### config.mk
export PLATFORM = sky130hd
export DESIGN_NAME = aca_ctrl
export DESIGN_NICKNAME = d
export VERILOG_FILES = /design/src/sv/aca_pkg.sv /design/src/sv/aca_ctrl.sv
export SDC_FILE = /design/constraint.sdc
export NUM_CORES = 1
export LEC_CHECK = 0
export BUFFER_PORTS_ARGS = -buffer_cell sky130_fd_sc_hd__buf_2
export CAP_MARGIN = 20
export CORE_AREA = 2 2 39 41
export CTS_CLUSTER_DIAMETER = 60
export DETAILED_ROUTE_END_ITERATION = 10
export DIE_AREA = 0 0 41 43
export PLACE_DENSITY = 0.71
export SETUP_SLACK_MARGIN = 0.5
export SKIP_CTS_REPAIR_TIMING = 1
export SLEW_MARGIN = 20
export SYNTH_ARGS = -nofsm -noshare
export SYNTH_HDL_FRONTEND = slang
export SYNTH_SLANG_ARGS = --single-unit
### constraint.sdc
create_clock -name clk_i -period 2.77 [get_ports clk_i]
set_input_delay 0.1385 -clock clk_i [delete_from_list [all_inputs] [get_ports clk_i]]
set_output_delay 0.1385 -clock clk_i [all_outputs]
set_load 0.005 [all_outputs]
### src/sv/aca_pkg.sv
// ----------------------------------------------------------------------------
// aca_pkg: shared types and constants for the affinity core allocator
// Item structs, result codes and the controller/datapath command interface.
// ----------------------------------------------------------------------------
package aca_pkg;

  // parameter defaults
  localparam int unsigned MAX_CORES_DEF     = 64;
  localparam int unsigned THREAD_SLOTS_DEF  = 16;
  localparam int unsigned PENDING_DEPTH_DEF = 8;

  // fixed field widths
  localparam int unsigned MaskW = 64;
  localparam int unsigned CoreW = 6;
  localparam int unsigned TidW  = 4;
  localparam int unsigned CntW  = 7;
  localparam int unsigned CodeW = 3;

  // result codes
  localparam logic [CodeW-1:0] EV_GRANTED      = 3'd0;
  localparam logic [CodeW-1:0] EV_BLOCKED      = 3'd1;
  localparam logic [CodeW-1:0] EV_PEND_GRANTED = 3'd2;
  localparam logic [CodeW-1:0] EV_RELEASED     = 3'd3;
  localparam logic [CodeW-1:0] EV_REFUSED      = 3'd4;

  // actions
  localparam logic ACT_RESERVE = 1'b0;
  localparam logic ACT_RELEASE = 1'b1;

  typedef struct packed {
    logic             action;
    logic [TidW-1:0]  thread_id;
    logic [CntW-1:0]  cores_count;
    logic [MaskW-1:0] affinity_mask;
  } aca_in_t;

  typedef struct packed {
    logic [CodeW-1:0] event_code;
    logic [TidW-1:0]  target_thread;
    logic [MaskW-1:0] granted_mask;
    logic [MaskW-1:0] free_mask;
    logic             last_result;
  } aca_out_t;

  // controller to datapath
  typedef struct packed {
    logic latch;        // capture input item
    logic load_item;    // start grant scan from the input item
    logic load_pend;    // start grant scan from pending entry p
    logic scan;         // one scan step
    logic end_reserve;  // resolve a reserve request
    logic end_retry;    // resolve a pending retry, advance p
    logic pop_rd;       // read top of the thread's core stack
    logic pop_wr;       // free the popped core
    logic rel_done;     // stage release result, open retry pass
    logic close_retry;  // commit compacted pending count
    logic flush;        // move staged result out as the last one
  } aca_cmd_t;

  // datapath to controller
  typedef struct packed {
    logic is_release;
    logic scan_done;
    logic can_stage;
    logic out_free;
    logic pop_more;
    logic retry_more;
    logic stg_valid;
  } aca_sts_t;

endpackage

### src/sv/aca_ctrl.sv
// ----------------------------------------------------------------------------
// aca_ctrl: allocator sequencer
// Steps each request through scan, release pops, pending retries and flush.
// ----------------------------------------------------------------------------
module aca_ctrl (
  input  logic              clk_i,
  input  logic              rst_ni,
  input  logic              in_valid_i,
  output logic              in_ready_o,
  input  aca_pkg::aca_sts_t sts_i,
  output aca_pkg::aca_cmd_t cmd_o
);
  import aca_pkg::*;

  typedef enum logic [7:0] {
    ST_IDLE     = 8'b0000_0001,
    ST_DISPATCH = 8'b0000_0010,
    ST_SCAN     = 8'b0000_0100,
    ST_GEND     = 8'b0000_1000,
    ST_POP      = 8'b0001_0000,
    ST_POPWR    = 8'b0010_0000,
    ST_RETRY    = 8'b0100_0000,
    ST_FLUSH    = 8'b1000_0000
  } state_e;

  state_e state_q, state_d;

  // next state and commands
  always_comb begin
    state_d    = state_q;
    cmd_o      = '0;
    in_ready_o = 1'b0;
    case (state_q)
      ST_IDLE: begin
        in_ready_o = 1'b1;
        if (in_valid_i) begin
          cmd_o.latch = 1'b1;
          state_d     = ST_DISPATCH;
        end
      end
      ST_DISPATCH: begin
        if (sts_i.is_release) begin
          state_d = ST_POP;
        end else begin
          cmd_o.load_item = 1'b1;
          state_d         = ST_SCAN;
        end
      end
      ST_SCAN: begin
        if (sts_i.scan_done) begin
          state_d = ST_GEND;
        end else begin
          cmd_o.scan = 1'b1;
        end
      end
      ST_GEND: begin
        if (sts_i.can_stage) begin
          if (sts_i.is_release) begin
            cmd_o.end_retry = 1'b1;
            state_d         = ST_RETRY;
          end else begin
            cmd_o.end_reserve = 1'b1;
            state_d           = ST_FLUSH;
          end
        end
      end
      ST_POP: begin
        if (sts_i.pop_more) begin
          cmd_o.pop_rd = 1'b1;
          state_d      = ST_POPWR;
        end else if (sts_i.can_stage) begin
          cmd_o.rel_done = 1'b1;
          state_d        = ST_RETRY;
        end
      end
      ST_POPWR: begin
        cmd_o.pop_wr = 1'b1;
        state_d      = ST_POP;
      end
      ST_RETRY: begin
        if (sts_i.retry_more) begin
          cmd_o.load_pend = 1'b1;
          state_d         = ST_SCAN;
        end else begin
          cmd_o.close_retry = 1'b1;
          state_d           = ST_FLUSH;
        end
      end
      ST_FLUSH: begin
        if (sts_i.out_free) begin
          cmd_o.flush = 1'b1;
          state_d     = ST_IDLE;
        end
      end
      default: begin
        state_d = ST_IDLE;
      end
    endcase
  end

  // state register
  always_ff @(posedge clk_i or negedge rst_ni) begin
    if (!rst_ni) begin
      state_q <= ST_IDLE;
    end else begin
      state_q <= state_d;
    end
  end

endmodule

### Yosys cells after proc, flatten, opt, wreduce, memory -nomap -nowiden

Index checks and enable logic that the tools add are counted.
Widths: inputs -> output; s select.

* bits of input ports: 10
* flip-flop bits (word level): 8

* mux-type cells: 32
* eq/ne operators: 13
* reduce and logical (&&, ||, !) cells: 1

Operator list (count)
* $mux 8: 8
* $pmux 8 s8: 1
* $mux 1: 20
* $eq 8x1->1 const B: 1
* $eq 8x2->1 const B: 1
* $eq 8x3->1 const B: 1
* $eq 8x4->1 const B: 1
* $eq 8x5->1 const B: 1
* $eq 8x6->1 const B: 1
* $eq 8x7->1 const B: 1
* $eq 8x8->1 const B: 1
* $ne 2x2->1 const B: 4
* $mux 5: 1
* $reduce_and 5->1: 1
* $mux 2: 2
* $ne 3x3->1 const B: 1

### Logic depth before layout (Yosys ltp)

* depth after elaboration: 3
* gate-level depth with buffers: 4
* mapped depth without buffers: 4

### Worst setup path before layout

Ideal clock, no wire load.

* path type: reg2out
* start: register state_q[6]
* end: output port cmd_o[10] (netlist name)
* setup slack: 1.404 ns
* path buffers: 0
* data arrival time: 1.228 ns
* cell stages (with the launch flop): 5
* cells stage by stage: dfrtp_1 nor4_4 nand4b_1 inv_1 and2_1

RTL lines
* from (decl): RTL line aca_ctrl.sv:26 `state_e state_q, state_d;`
* from (signal assigned): RTL line aca_ctrl.sv:106 `state_q <= state_d;`
* to (decl): RTL line aca_ctrl.sv:11 `output aca_pkg::aca_cmd_t cmd_o`

==> metrics.txt <==
vias in the first global route=508; Crit path required time=2630 ps; highest fanout seen on the critical path=6; Yosys reg bits=8; fillers=126; Max Cap Viol=0; Synth cell types=26; biggest regs=state_q (8); Via density=5.34; Largest register FFs=8; Syn Nets=75; final setup fails=0; crit path time final=1850 ps; final setup margin=922 ps; Slew Limit Fails=0; VDD IR-drop max=0.000423 V; commonest non-fill, non-tap cell in the layout=buf_2; yosys warns=0; Crit path arrival time=1710 ps; share of cells above drive strength 1=31.1%; GRT Util Overall=18.0%; antenna diode count=0; DR vias=566; CP bufs+invs=2; DRC=0; Placer Congestion=0.809; port bufs=20; clock skew=7.63 ps; Detail Placement HPWL=1.02 mm; # IOs=22; clock sinks=8; power share of the clock group=20.4%; commonest non-fill, non-tap cells in the layout=buf_2, nor2_1, dfrtp_1; Worst-Margin Slew=370 ps; leakage power=0.000383 uW; first-pass GRT wire length=2.15 mm; initial DRC count=14; Longest Clk Path Bufs=2; largest net degree at the start of global routing=9; Syn Inst Count=65; Comb pwr share=41.7%; Final Hold Viols=0; Top reg by flops=state_q; CTS buffer count=3; Clock transition at path regs=60 ps; Avg WL per Cell=11.8 um; CP max stage cell=dfrtp_1; slew margin rel.=75.1%; drt total wl=1.25 mm; DR pass1 iterations=4; Area Overhead vs Synth=27.7%; Core Area=1380 um2; Die Wd=41 um; # nets final=101; clk root buf=clkbuf_4; worst-path cell chain=nor4_4 > nand4b_1 > inv_1 > and2_1 > buf_2; status=complete, no violations; peak per-stage delay on the critical path=440 ps; row count=14; PwrDens=651 nW/um2; total negative slack=0 ps; Register Area=201 um2; initial core utilization=40.9%; Tcrit/Tclk final=66.7%; CP Capture Type=primary output; CP top delay family=simple AND/OR/NAND/NOR gates; GRT overflow=0; mapped cell area=566 um2; area of the multi-input gates=342 um2; Die Span Y=43 um; htree depth=1; Seq/Total Area, Yosys=35.6%; worst skew pair latency=250 ps; Switching Share=38.3%; startpoint types=flip-flop; unrepaired setup endpoints after global routing=no; Internal Pwr Total=290 uW; Max Clock Freq=541 MHz; antenna-violating nets left=0; Setup CP Type=flip-flop to primary output; CTS tree=built; die area=1760 um2; min-delay worst type=input port to flip-flop; initial antenna violation count=0; Hold Slack=79.6 ps; synthesized area per cell=8.70 um2; sequential share of power=37.8%; final core utilization=52.2%; Sw Pwr=180 uW; pre-CTS WS=1180 ps
==> through the flow <==
stage          instances  power [uW]  cell area (um2)
4_1_cts              105         471              712
6_report             106         470              722
2_1_floorplan         65         316              566
5_1_grt              106         509              722
3_3_place_gp         101         373              686
3_5_place_dp         101         375              686
==> power groups by stage <==
stage	Combinational (uW)	Sequential, uW	Clock [uW]
2_1_floorplan	141	174	0
3_3_place_gp	194	179	0
3_5_place_dp	195	180	0
4_1_cts	195	178	97.1
5_1_grt	222	184	103
6_report	196	178	96.0
==> layout make-up <==
cell class	instances	area share, %
Multi-Input combinational cell	51	47.3
Timing Repair Buffer	21	15.3
Sequential cell	8	27.9
Inverter	6	3.12
Clock buffer	4	3.64
Tap cell	16	2.77
==> cell usage after synthesis, drive strengths merged <==
master   instances  share of area [%]
and4             1                1.5
nand4            3                3.3
dfstp            1                4.6
o2111ai          1                1.5
inv              6                4.0
and3             2                2.2
dfrtp            7                 31
o221a            1                2.0
nand2b           2                2.2
o32ai            1                1.5
nor2            14                9.3
or2              1                1.1
o22a             1                1.5
nand2            1               0.66
or3              1                1.1
o21ai            2                1.8
nand3            2                1.8
a21oi            2                1.8
o211ai           2                2.7
nor4             2                7.5
nor2b            3                3.3
nand3b           1                1.3
nand4b           5                8.8
and2             3                3.3
==> layer usage <==
| metal | global-route usage (%) | up-vias | wire length [um] |
|---|---|---|---|
| li1 | - | 290 | - |
| met1 | 24.2 | 255 | 564 |
| met2 | 26.3 | 19 | 603 |
| met3 | 3.14 | 2 | 56 |
| met4 | 10.0 | 0 | 26 |
| met5 | 0 | - | 0 |
==> path summary, 6_finish.rpt <==
kind | startpoint | to | slack (ps) | cells past startpoint
max in group asynchronous | rst_ni | state_q[0] | 2270 | 2
min | in_valid_i | state_q[0] | 80 | 2
max | state_q[6] | cmd_o[10] | 920 | 5
min reg2reg | state_q[0] | state_q[0] | 670 | 2
max reg2reg | state_q[1] | state_q[0] | 1250 | 4
min in group asynchronous | rst_ni | state_q[6] | 260 | 2
==> kinds of logic after synthesis <==
| kind of cell | after synthesis | synth area share (%) |
|---|---|---|
| buffers and inverters | 6 | 3.98 |
| and+or+nand+nor | 41 | 47.6 |
| AOI/OAI and AO/OA | 10 | 12.8 |
| DFF | 8 | 35.6 |
No activity file was read; power rests on OpenSTA's default activity.
